===== src/rtl/hgpr_pkg.sv =====
`timescale 1ns / 1ps

package hgpr_pkg;

  localparam int MAX_SIZE  = 255;
  localparam int MAX_SCALE = 8;
  localparam int CFG_IDX_W = 3;
  localparam int CFG_DW    = 32;

  typedef enum logic [1:0] {
    SHAPE_SQUARE  = 2'd0,
    SHAPE_DIAMOND = 2'd1,
    SHAPE_CIRCLE  = 2'd2,
    SHAPE_CROSS   = 2'd3
  } glyph_shape_e;

  typedef enum logic [1:0] {
    CLS_NONE   = 2'd0,
    CLS_STROKE = 2'd1,
    CLS_FILL   = 2'd2
  } pixel_class_e;

  typedef enum logic [CFG_IDX_W-1:0] {
    REG_SHAPE     = 3'd0,
    REG_ACROSS    = 3'd1,
    REG_DOWN      = 3'd2,
    REG_THICKNESS = 3'd3,
    REG_FILL      = 3'd4,
    REG_STROKE    = 3'd5
  } cfg_idx_e;

  typedef struct packed {
    glyph_shape_e shape;
    logic [7:0]   width;
    logic [7:0]   height;
    logic [3:0]   thick;
    logic [31:0]  fill;
    logic [31:0]  stroke;
  } cfg_t;

  typedef struct packed {
    logic         drawn;
    logic         in_range;
    logic         is_circle;
    pixel_class_e cls_pre;
    logic [19:0]  dx2;
    logic [19:0]  dy2;
    logic [15:0]  inner2;
    logic [15:0]  outer2;
  } geom_t;

endpackage


===== src/rtl/hgpr_in_if.sv =====
`timescale 1ns / 1ps

interface hgpr_in_if;
  logic       valid;
  logic       ready;
  logic [7:0] row;
  logic [7:0] column;

  modport source (output valid, output row, output column, input ready);
  modport sink (input valid, input row, input column, output ready);
endinterface


===== src/rtl/hgpr_out_if.sv =====
`timescale 1ns / 1ps

interface hgpr_out_if;
  logic        valid;
  logic        ready;
  logic [31:0] pixel_color;
  logic [1:0]  pixel_class;
  logic        drawn;

  modport source (output valid, output pixel_color, output pixel_class, output drawn,
                  input ready);
  modport sink (input valid, input pixel_color, input pixel_class, input drawn,
                output ready);
endinterface


===== src/rtl/hgpr_cfg.sv =====
`timescale 1ns / 1ps

module hgpr_cfg import hgpr_pkg::*; (
  input  logic                 clk_i,
  input  logic                 rst_ni,
  input  logic                 cfg_we_i,
  input  logic [CFG_IDX_W-1:0] cfg_idx_i,
  input  logic [CFG_DW-1:0]    cfg_data_i,
  output cfg_t                 cfg_o
);

  glyph_shape_e shape_q;
  logic [7:0]   across_q;
  logic [7:0]   down_q;
  logic [3:0]   thick_q;
  logic [31:0]  fill_q;
  logic [31:0]  stroke_q;

  always_ff @(posedge clk_i or negedge rst_ni) begin
    if (!rst_ni) begin
      shape_q  <= SHAPE_SQUARE;
      across_q <= 8'd7;
      down_q   <= 8'd7;
      thick_q  <= 4'd1;
      fill_q   <= '0;
      stroke_q <= '0;
    end else if (cfg_we_i) begin
      case (cfg_idx_i)
        REG_SHAPE:     shape_q  <= glyph_shape_e'(cfg_data_i[1:0]);
        REG_ACROSS:    across_q <= cfg_data_i[7:0];
        REG_DOWN:      down_q   <= cfg_data_i[7:0];
        REG_THICKNESS: thick_q  <= cfg_data_i[3:0];
        REG_FILL:      fill_q   <= cfg_data_i[31:0];
        REG_STROKE:    stroke_q <= cfg_data_i[31:0];
        default: ;
      endcase
    end
  end

  always_comb begin
    cfg_o.shape  = shape_q;
    cfg_o.width  = (32'(across_q) > MAX_SIZE) ? 8'(MAX_SIZE) : across_q;
    cfg_o.height = (32'(down_q) > MAX_SIZE) ? 8'(MAX_SIZE) : down_q;
    cfg_o.thick  = (32'(thick_q) > MAX_SCALE) ? 4'(MAX_SCALE) : thick_q;
    cfg_o.fill   = fill_q;
    cfg_o.stroke = stroke_q;
  end

endmodule


===== src/rtl/hgpr_geom.sv =====
`timescale 1ns / 1ps

module hgpr_geom import hgpr_pkg::*; (
  input  logic [7:0] row_i,
  input  logic [7:0] column_i,
  input  cfg_t       cfg_i,
  output geom_t      geom_o
);

  logic signed [11:0] i_s, j_s, w_s, h_s, s_s;
  logic signed [11:0] diff, anti, adiff, aanti;
  logic signed [11:0] m, tf, ts, da, db, dc, dd;
  logic signed [11:0] dx, dy, inner;
  logic [9:0]         adx, ady;
  logic [7:0]         ainner;
  logic               sq_fill, dm_fill, dm_stroke, cr_stroke;

  assign i_s = $signed({4'b0, row_i});
  assign j_s = $signed({4'b0, column_i});
  assign w_s = $signed({4'b0, cfg_i.width});
  assign h_s = $signed({4'b0, cfg_i.height});
  assign s_s = $signed({8'b0, cfg_i.thick});

  // Cross: row is y, column is x.
  assign diff      = j_s - i_s;
  assign anti      = w_s - 12'sd1 - j_s - i_s;
  assign adiff     = (diff < 0) ? -diff : diff;
  assign aanti     = (anti < 0) ? -anti : anti;
  assign cr_stroke = (adiff < s_s) || (aanti < s_s);

  assign sq_fill = (s_s < i_s + 12'sd1) && (s_s < w_s - i_s) &&
                   (s_s < j_s + 12'sd1) && (s_s < h_s - j_s);

  assign m  = (w_s + 12'sd1) >>> 1;
  assign tf = m - 12'sd1 + s_s;
  assign ts = m - 12'sd2;
  assign da = i_s + j_s;
  assign db = w_s - 12'sd1 - i_s + j_s;
  assign dc = w_s - 12'sd1 - i_s + h_s - 12'sd1 - j_s;
  assign dd = i_s + h_s - 12'sd1 - j_s;
  assign dm_fill   = (da > tf) && (db > tf) && (dc > tf) && (dd > tf);
  assign dm_stroke = (da > ts) && (db > ts) && (dc > ts) && (dd > ts);

  assign dx     = (i_s <<< 1) - w_s + 12'sd1;
  assign dy     = (j_s <<< 1) - h_s + 12'sd1;
  assign inner  = w_s - (s_s <<< 1);
  assign adx    = (dx < 0) ? 10'(-dx) : dx[9:0];
  assign ady    = (dy < 0) ? 10'(-dy) : dy[9:0];
  assign ainner = (inner < 0) ? 8'(-inner) : inner[7:0];

  always_comb begin
    geom_o.drawn     = (cfg_i.width >= 8'd2) && (cfg_i.height >= 8'd2);
    geom_o.is_circle = (cfg_i.shape == SHAPE_CIRCLE);
    geom_o.dx2       = 20'(adx) * 20'(adx);
    geom_o.dy2       = 20'(ady) * 20'(ady);
    geom_o.inner2    = 16'(ainner) * 16'(ainner);
    geom_o.outer2    = 16'(cfg_i.width) * 16'(cfg_i.width);
    if (cfg_i.shape == SHAPE_CROSS) begin
      geom_o.in_range = (row_i < cfg_i.height) && (column_i < cfg_i.width);
    end else begin
      geom_o.in_range = (row_i < cfg_i.width) && (column_i < cfg_i.height);
    end
    case (cfg_i.shape)
      SHAPE_SQUARE:  geom_o.cls_pre = sq_fill ? CLS_FILL : CLS_STROKE;
      SHAPE_DIAMOND: geom_o.cls_pre = dm_fill ? CLS_FILL :
                                      (dm_stroke ? CLS_STROKE : CLS_NONE);
      SHAPE_CROSS:   geom_o.cls_pre = cr_stroke ? CLS_STROKE : CLS_NONE;
      default:       geom_o.cls_pre = CLS_NONE;
    endcase
  end

endmodule


===== src/rtl/hgpr_resolve.sv =====
`timescale 1ns / 1ps

module hgpr_resolve import hgpr_pkg::*; (
  input  geom_t        geom_i,
  input  logic [31:0]  fill_i,
  input  logic [31:0]  stroke_i,
  output pixel_class_e cls_o,
  output logic [31:0]  color_o
);

  logic [20:0]  dist_sq;
  pixel_class_e circ_cls;

  assign dist_sq = {1'b0, geom_i.dx2} + {1'b0, geom_i.dy2};

  always_comb begin
    if (dist_sq < {5'b0, geom_i.inner2}) begin
      circ_cls = CLS_FILL;
    end else if (dist_sq < {5'b0, geom_i.outer2}) begin
      circ_cls = CLS_STROKE;
    end else begin
      circ_cls = CLS_NONE;
    end

    if (!geom_i.drawn || !geom_i.in_range) begin
      cls_o = CLS_NONE;
    end else if (geom_i.is_circle) begin
      cls_o = circ_cls;
    end else begin
      cls_o = geom_i.cls_pre;
    end

    case (cls_o)
      CLS_FILL:   color_o = fill_i;
      CLS_STROKE: color_o = stroke_i;
      default:    color_o = '0;
    endcase
  end

endmodule


===== src/rtl/handle_glyph_pixel_rasterizer.sv =====
`timescale 1ns / 1ps
// Three-register pipeline: a pixel passes the input, products and result registers in order.
// Throughput: one pixel per cycle while the result channel is not stalled by res_o.ready.
// The square terms of the circle test are registered before the distance add and compare.
// Reset (asynchronous, active low) empties the pipeline and sets the config registers to their defaults.

module handle_glyph_pixel_rasterizer import hgpr_pkg::*; (
  input  logic                 clk_i,
  input  logic                 rst_ni,
  input  logic                 cfg_we_i,
  input  logic [CFG_IDX_W-1:0] cfg_idx_i,
  input  logic [CFG_DW-1:0]    cfg_data_i,
  hgpr_in_if.sink              in_i,
  hgpr_out_if.source           res_o
);

  cfg_t         cfg;
  geom_t        geom;
  pixel_class_e cls;
  logic [31:0]  color;

  logic         v0_q, v1_q, v2_q;
  logic         en0, en1, en2;
  logic [7:0]   row_q, col_q;
  geom_t        geom_q;
  pixel_class_e cls_q;
  logic [31:0]  color_q;
  logic         drawn_q;

  hgpr_cfg u_cfg (
    .clk_i      (clk_i),
    .rst_ni     (rst_ni),
    .cfg_we_i   (cfg_we_i),
    .cfg_idx_i  (cfg_idx_i),
    .cfg_data_i (cfg_data_i),
    .cfg_o      (cfg)
  );

  hgpr_geom u_geom (
    .row_i    (row_q),
    .column_i (col_q),
    .cfg_i    (cfg),
    .geom_o   (geom)
  );

  hgpr_resolve u_resolve (
    .geom_i   (geom_q),
    .fill_i   (cfg.fill),
    .stroke_i (cfg.stroke),
    .cls_o    (cls),
    .color_o  (color)
  );

  assign en2 = !v2_q || res_o.ready;
  assign en1 = !v1_q || en2;
  assign en0 = !v0_q || en1;

  assign in_i.ready = en0;

  always_ff @(posedge clk_i or negedge rst_ni) begin
    if (!rst_ni) begin
      v0_q <= 1'b0;
      v1_q <= 1'b0;
      v2_q <= 1'b0;
    end else begin
      if (en0) begin
        v0_q <= in_i.valid;
      end
      if (en1) begin
        v1_q <= v0_q;
      end
      if (en2) begin
        v2_q <= v1_q;
      end
    end
  end

  always_ff @(posedge clk_i) begin
    if (en0 && in_i.valid) begin
      row_q <= in_i.row;
      col_q <= in_i.column;
    end
    if (en1 && v0_q) begin
      geom_q <= geom;
    end
    if (en2 && v1_q) begin
      cls_q   <= cls;
      color_q <= color;
      drawn_q <= geom_q.drawn;
    end
  end

  assign res_o.valid       = v2_q;
  assign res_o.pixel_color = color_q;
  assign res_o.pixel_class = cls_q;
  assign res_o.drawn       = drawn_q;

  a_accept_fills: assert property (@(posedge clk_i) disable iff (!rst_ni)
    (in_i.valid && in_i.ready) |=> v0_q)
    else $error("Accepted pixel did not enter the input register.");

  a_undrawn_blank: assert property (@(posedge clk_i) disable iff (!rst_ni)
    (res_o.valid && !res_o.drawn) |-> (res_o.pixel_class == CLS_NONE &&
                                       res_o.pixel_color == 32'd0))
    else $error("Undrawn glyph produced a visible pixel.");

  a_clear_blank: assert property (@(posedge clk_i) disable iff (!rst_ni)
    (res_o.valid && res_o.pixel_class == CLS_NONE) |-> (res_o.pixel_color == 32'd0))
    else $error("Transparent pixel carries a colour.");

  a_class_legal: assert property (@(posedge clk_i) disable iff (!rst_ni)
    res_o.valid |-> (res_o.pixel_class != 2'd3))
    else $error("Pixel class out of range.");

  a_mid_advance: assert property (@(posedge clk_i) disable iff (!rst_ni)
    (v1_q && en2) |=> v2_q)
    else $error("Middle stage item was lost on its way to the result register.");

endmodule


===== src/flat_wrapper.sv =====
// flat-port wrapper written by rule: the top's interface ports become plain ports
module handle_glyph_pixel_rasterizer_flat import hgpr_pkg::*;
  (clk_i, rst_ni, cfg_we_i, cfg_idx_i, cfg_data_i, in_i_valid, in_i_row, in_i_column, in_i_ready, res_o_valid, res_o_pixel_color, res_o_pixel_class, res_o_drawn, res_o_ready);
  hgpr_in_if in_i_i ();
  hgpr_out_if res_o_i ();
  input  logic clk_i;
  input  logic rst_ni;
  input  logic cfg_we_i;
  input  logic [CFG_IDX_W-1:0] cfg_idx_i;
  input  logic [CFG_DW-1:0] cfg_data_i;
  input wire logic [$bits(in_i_i.valid)-1:0] in_i_valid;
  input wire logic [$bits(in_i_i.row)-1:0] in_i_row;
  input wire logic [$bits(in_i_i.column)-1:0] in_i_column;
  output wire logic [$bits(in_i_i.ready)-1:0] in_i_ready;
  output wire logic [$bits(res_o_i.valid)-1:0] res_o_valid;
  output wire logic [$bits(res_o_i.pixel_color)-1:0] res_o_pixel_color;
  output wire logic [$bits(res_o_i.pixel_class)-1:0] res_o_pixel_class;
  output wire logic [$bits(res_o_i.drawn)-1:0] res_o_drawn;
  input wire logic [$bits(res_o_i.ready)-1:0] res_o_ready;
  assign in_i_i.valid = in_i_valid;
  assign in_i_i.row = in_i_row;
  assign in_i_i.column = in_i_column;
  assign in_i_ready = in_i_i.ready;
  assign res_o_valid = res_o_i.valid;
  assign res_o_pixel_color = res_o_i.pixel_color;
  assign res_o_pixel_class = res_o_i.pixel_class;
  assign res_o_drawn = res_o_i.drawn;
  assign res_o_i.ready = res_o_ready;
  handle_glyph_pixel_rasterizer u_core (.clk_i(clk_i), .rst_ni(rst_ni), .cfg_we_i(cfg_we_i), .cfg_idx_i(cfg_idx_i), .cfg_data_i(cfg_data_i), .in_i(in_i_i), .res_o(res_o_i));
endmodule

===== config.mk =====
export PLATFORM = sky130hd
export DESIGN_NAME = handle_glyph_pixel_rasterizer_flat
export DESIGN_NICKNAME = d
export VERILOG_FILES = /design/src/rtl/hgpr_pkg.sv /design/src/rtl/hgpr_in_if.sv /design/src/rtl/hgpr_out_if.sv /design/src/rtl/hgpr_cfg.sv /design/src/rtl/hgpr_geom.sv /design/src/rtl/hgpr_resolve.sv /design/src/rtl/handle_glyph_pixel_rasterizer.sv /design/src/flat_wrapper.sv
export SDC_FILE = /design/constraint.sdc
export NUM_CORES = 1
export LEC_CHECK = 0
export BUFFER_PORTS_ARGS = -buffer_cell sky130_fd_sc_hd__buf_2
export CORE_MARGIN = 5
export CORE_UTILIZATION = 35
export CTS_CLUSTER_SIZE = 10
export DETAILED_ROUTE_END_ITERATION = 6
export HOLD_SLACK_MARGIN = 0.03
export PLACE_DENSITY = 0.5
export SLEW_MARGIN = 20
export SYNTH_ARGS = -nofsm -noshare
export SYNTH_HDL_FRONTEND = slang
export SYNTH_SLANG_ARGS = --single-unit

===== constraint.sdc =====
create_clock -name clk_i -period 9.1 [get_ports clk_i]
set_clock_uncertainty 0.1 [all_clocks]
set_input_delay 0.91 -clock clk_i [delete_from_list [all_inputs] [get_ports clk_i]]
set_output_delay 0.91 -clock clk_i [all_outputs]
set_load 0.01 [all_outputs]

---- Word level (Yosys, flattened, before mapping) ----
Index checks and enable logic that the tools add are counted.
word-level totals
  output and inout bits ................... 37
  register bits after elaboration ......... 217
  input port bits ......................... 56
  word-level logic and storage cells ...... 146
cells by class
  eq/ne operators ......................... 10
  reduce and logical (&&, ||, !) cells .... 33
  multipliers ............................. 4
  add/subtract/negate cells ............... 32
  multiplexer cells ....................... 17
  order comparisons ....................... 28
operator list
  kind                                                                   number
  32-bit one-hot mux with 2 select lines                                 1
  21-bit by 16-bit < comparator with 1-bit output                        2
  10-bit by 10-bit multiplier with 20-bit output                         2
  11-bit by 1-bit < comparator with 1-bit output, second input constant  3
  8-bit < comparator                                                     4
  8-bit by 8-bit multiplier with 16-bit output                           2
  8-bit by 1-bit adder with 9-bit output, second input constant          3
  8-bit by 8-bit subtractor with 9-bit output                            3
  12-bit by 5-bit < comparator with 1-bit output                         2
  12-bit two-way mux                                                     2
  10-bit by 2-bit adder with 11-bit output, second input constant        2
  10-bit by 9-bit adder with 11-bit output                               2
  11-bit by 10-bit greater-than comparator with 1-bit output             2
  11-bit by 9-bit greater-than comparator with 1-bit output              2
  10-bit by 9-bit subtractor with 11-bit output                          2
  20-bit by 20-bit adder with 21-bit output                              1
  10-bit two-way mux                                                     2
  10-bit negator                                                         2
  9-bit by 8-bit subtractor with 10-bit output                           2
  9-bit by 9-bit subtractor with 10-bit output                           2
  8-bit by 8-bit adder with 9-bit output                                 2
  4-bit by 9-bit < comparator with 1-bit output                          2
  5-bit by 9-bit < comparator with 1-bit output                          2
  9-bit by 1-bit < comparator with 1-bit output, second input constant   2
  32 further kinds                                                       73

---- Depth between registers and ports, before layout ----
  depth in word-level cells ............... 11
  gate-level depth with buffers ........... 34
  gate-level depth less buffers ........... 33

---- By module ----
Synthesis repeated with hierarchy kept, for this count alone.
second synthesis, totals
  cells, all modules ...................... 2851
  area, all modules ....................... 27308.7 µm²
by module, submodules not included
  module                         times used  seq. area each (µm²)  area an instance (µm²)  cells each
  hgpr_geom                      1           0.0                   17629.4                 2188
  handle_glyph_pixel_rasterizer  1           3918.8                3988.8                  140
  hgpr_cfg                       1           2160.8                3430.8                  191
  hgpr_resolve                   1           0.0                   2259.7                  332

---- Worst setup path before layout ----
Ideal clock, no wire load.
  path type ............................... register to register
  from .................................... register u_core.u_cfg.across_q[0]
  to ...................................... register u_core.geom_q[71] (netlist name) (data pin)
  arrival ................................. 8405 ps
  setup time .............................. 266 ps
  clock period less this slack ............ 8771 ps
  data required time ...................... 8734 ps
  path slack .............................. 329 ps
  buffers on the path ..................... 3
  cell stages (with the launch flop) ...... 33
  cell sequence ........................... dfstp_2 -> clkbuf_1 -> inv_1 -> buf_1 -> fa_1 -> a211o_1 -> and2_1 -> a21oi_2 -> nand3_2 -> or4b_1 -> nand3_1 -> xor2_2 -> o31ai_1 -> mux2_4 -> buf_6 -> nand2b_1 -> fa_1 -> fa_1 -> inv_1 -> fa_1 -> fa_1 -> inv_1 -> fa_1 -> inv_1 -> ha_1 -> o21ai_0 -> nand2b_1 -> a21oi_1 -> nor2_1 -> inv_1 -> o21ba_2 -> o21ai_0 -> or3b_1
RTL lines
  what                      RTL line                             source
  start: declaration        hgpr_cfg.sv:13                       logic [7:0] across_q;
  start signal: assignment  hgpr_cfg.sv:30                       REG_ACROSS: across_q <= cfg_data_i[7:0];
  end signal: assignment    handle_glyph_pixel_rasterizer.sv:84  geom_q <= geom;
  end: declaration          handle_glyph_pixel_rasterizer.sv:25  geom_t geom_q;

==> impl_metrics.toml <==
[run_status]
status = "finished, final reports clean"

[global_route]
grt_use_total_pct = 19.3
grt-ovfl-total = 0
grt_max_degree = 70
grt_pass1_wl_mm = 126
antenna_found_initial = 2
grt_pass1_vias = 21700

[synth]
ys_seq_elements = 212
yosys_warnings = 0
synth_top_area_share_pct = 21.3
synth.avg_cell_area_sq_um = 9.33
seq_area_frac_synth_pct = 22.0
ys.flop_type = "edfxtp_1"
async_flop_share_pct = 42.0
yosys.area.top_type = "ha_1"
synth_area_sq_um = 27000
syn_inst = 2890
ys_types = 90
ys_top_cells_by_area = "ha_1 (21%), edfxtp_1 (14%), fa_1 (13%)"
synth-edff-count = 123

[placement]
gp_congestion = 0.956
placed_area_sq_um = 28900
place_ws_ns = 0.498
portBuffers = 92
dpl.hpwl_mm = 64.9

[sta]
final.setup.tns_ns = 0
setup_viol = 0
fin_hold_ws_ns = 0.149
hold_viol = 0
fmax_mhz = 118
fin_ws_ns = 0.660
finalCritPeriodShare_pct = 92.7
rsz0062_at_grt = "false"
relSlewSlack_pct = 22.4
worstMarginPinSlew_ns = 1.16
final_max_slew_viol_count = 0
min_period_ns = 8.44

[floorplanning]
die_area_sq_um = 82700
initial_utilization_pct = 35.4
io_pins = 93
core_sq_um = 76200
die-height_microns = 288
rows = 101
dieWidth_microns = 288

[cts]
htreeDepth = 1
cts.sinks = 212
root_buffer = "clkbuf_16"
cts_resized = 0
clk_pin_slew_ns = 0.07
clk_latency_ns = 0.60
clk_path_buf_depth = 3
cts_tree = "yes"
numCtsBuffers = 28
ctsHoldBuffers = 0
cts_setup_buffers = 0

[final_layout]
design_area_sq_um = 29900
drive_gt1_share_pct = 10.4
syn2layout_area_growth_pct = 10.8
final_nets = 3703

[job]
max_cap_viol_count = 0

[detailed_routing]
vias = 21100
drtAntennaViolNets = 0
drt_iter0_markers = 1265
finalWirelength_mm = 80.7
wl_per_cell_microns = 19.9
remaining_drc_errors = 0
drtPass1Iterations = 7
vias_per_cell = 5.18

[critical_path]
path_max_fanout = 14
reg2reg_setup_slack_ns = 0.66
reg2regPathDepth = 29
worstSetupStartpointType = "flop"
cp.required_ns = 9.31
cpMaxStageDelayCell = "fa_1"
path_common_cell = "fa_1"
max_stage_delay_ns = 0.55
path_class = "flop to flop"
critPathArrivalTime_ns = 8.65
worstReg2RegEnd = "u_core.geom_q[71]"
rr_startpoint = "u_core.u_cfg.across_q[1]"
cp-end-kind = "flop"

[worst_hold_path]
holdCritPathClass = "primary input to asynchronous set/reset pin"
## metal layers
| metal | track usage, % | wire [microns] | part of all wire [%] | up-vias |
|---|---|---|---|---|
| li1 | - | - | - | 10200 |
| met1 | 26.4 | 37000 | 46 | 10300 |
| met2 | 32.1 | 37400 | 46 | 453 |
| met3 | 2.49 | 3750 | 4.6 | 118 |
| met4 | 5.49 | 2630 | 3.3 | 0 |
| met5 | 0 | 0 | 0 | - |
## synth_stat cells (all sizes together) (45+ instances only)
library cell and count:
nor3 45, edfxtp 123, xnor2 146, nand2b 50
inv 401, mux2 78, xor2 60, o21a 53
nor2 237, fa 174, nand2 157, ha 458
a21oi 145, dfrtp 82, clkbuf 48, nor2b 51
o21ai 109, a21o 56
## cell usage in the layout (no fill, tap or decap), types with 91 or more instances in the layout
cell type,n
fa_1,174
edfxtp_1,123
inv_1,396
nand2_1,156
o21ai_0,108
buf_2,91
ha_1,458
nor2_1,236
a21oi_1,143
xnor2_1,143
## through the flow
stage | std cells | utilization (%)
2_1_floorplan | 2891 | -
3_3_place_gp | 4015 | 38.0
3_5_place_dp | 4015 | 38.0
4_1_cts | 4065 | 39.1
5_1_grt | 4066 | 39.2
6_report | 4066 | 39.2
## flip-flops by register name, indices dropped and copies added (netlist names), 2 cells and up
register	flops
u_core.u_cfg.down_q	8
u_core.col_q	8
u_core.row_q	8
u_core.geom_q	72
u_core.res_o.pixel_color	32
u_core.u_cfg.shape_q	2
u_core.u_cfg.stroke_q	32
u_core.u_cfg.thick_q	4
u_core.u_cfg.fill_q	32
u_core.res_o.pixel_class	2
u_core.u_cfg.across_q	8
## how the worst max path moves through the flow
stage | slack (ns) | startpoint | endpoint
final | 0.66 | u_core.u_cfg.across_q[1] | u_core.geom_q[71]
after global routing | 0.01 | u_core.u_cfg.down_q[1] | u_core.geom_q[51]
after CTS | 0.41 | u_core.u_cfg.down_q[1] | u_core.geom_q[51]
after detailed placement | 0.50 | u_core.u_cfg.down_q[1] | u_core.geom_q[51]
after global placement | 0.65 | u_core.u_cfg.down_q[2] | u_core.geom_q[51]
after floorplan | 0.33 | u_core.u_cfg.across_q[0] | u_core.geom_q[71]
## cells by family after synthesis
family / synth area share (%)
AO/OA/AOI/OAI: 14.2
other: 0.0139
flip-flops: 22.0
XOR/XNOR: 6.80
buffers and inverters: 6.40
adder cells (fa/ha/maj): 34.2
AND/OR/NAND/NOR: 12.8
multiplexers: 3.68
## area by class of cell
type,count,area (sq um)
diodes,1,2.50
clock buffers,42,783
clock inverters,8,96.3
fillers,7613,46300
inverters,403,1510
multi-input cells,2222,19400
flip-flops and latches,212,5930
well taps,1030,1290
repair buffers,148,883
## critical path: cells and delay by family (launching register included)
family | cells | cell delay (ns)
AO/OA/AOI/OAI | 7 | 1.58
multiplexers | 1 | 0.42
adder cells (fa/ha/maj) | 7 | 3.42
XOR/XNOR | 1 | 0.09
AND/OR/NAND/NOR | 8 | 1.74
flip-flops | 1 | 0.52
buffers and inverters | 5 | 0.27
Power is left out: the tool's default activity adds up to more than one toggle a clock period on the data nets, which glitch-free logic cannot reach.
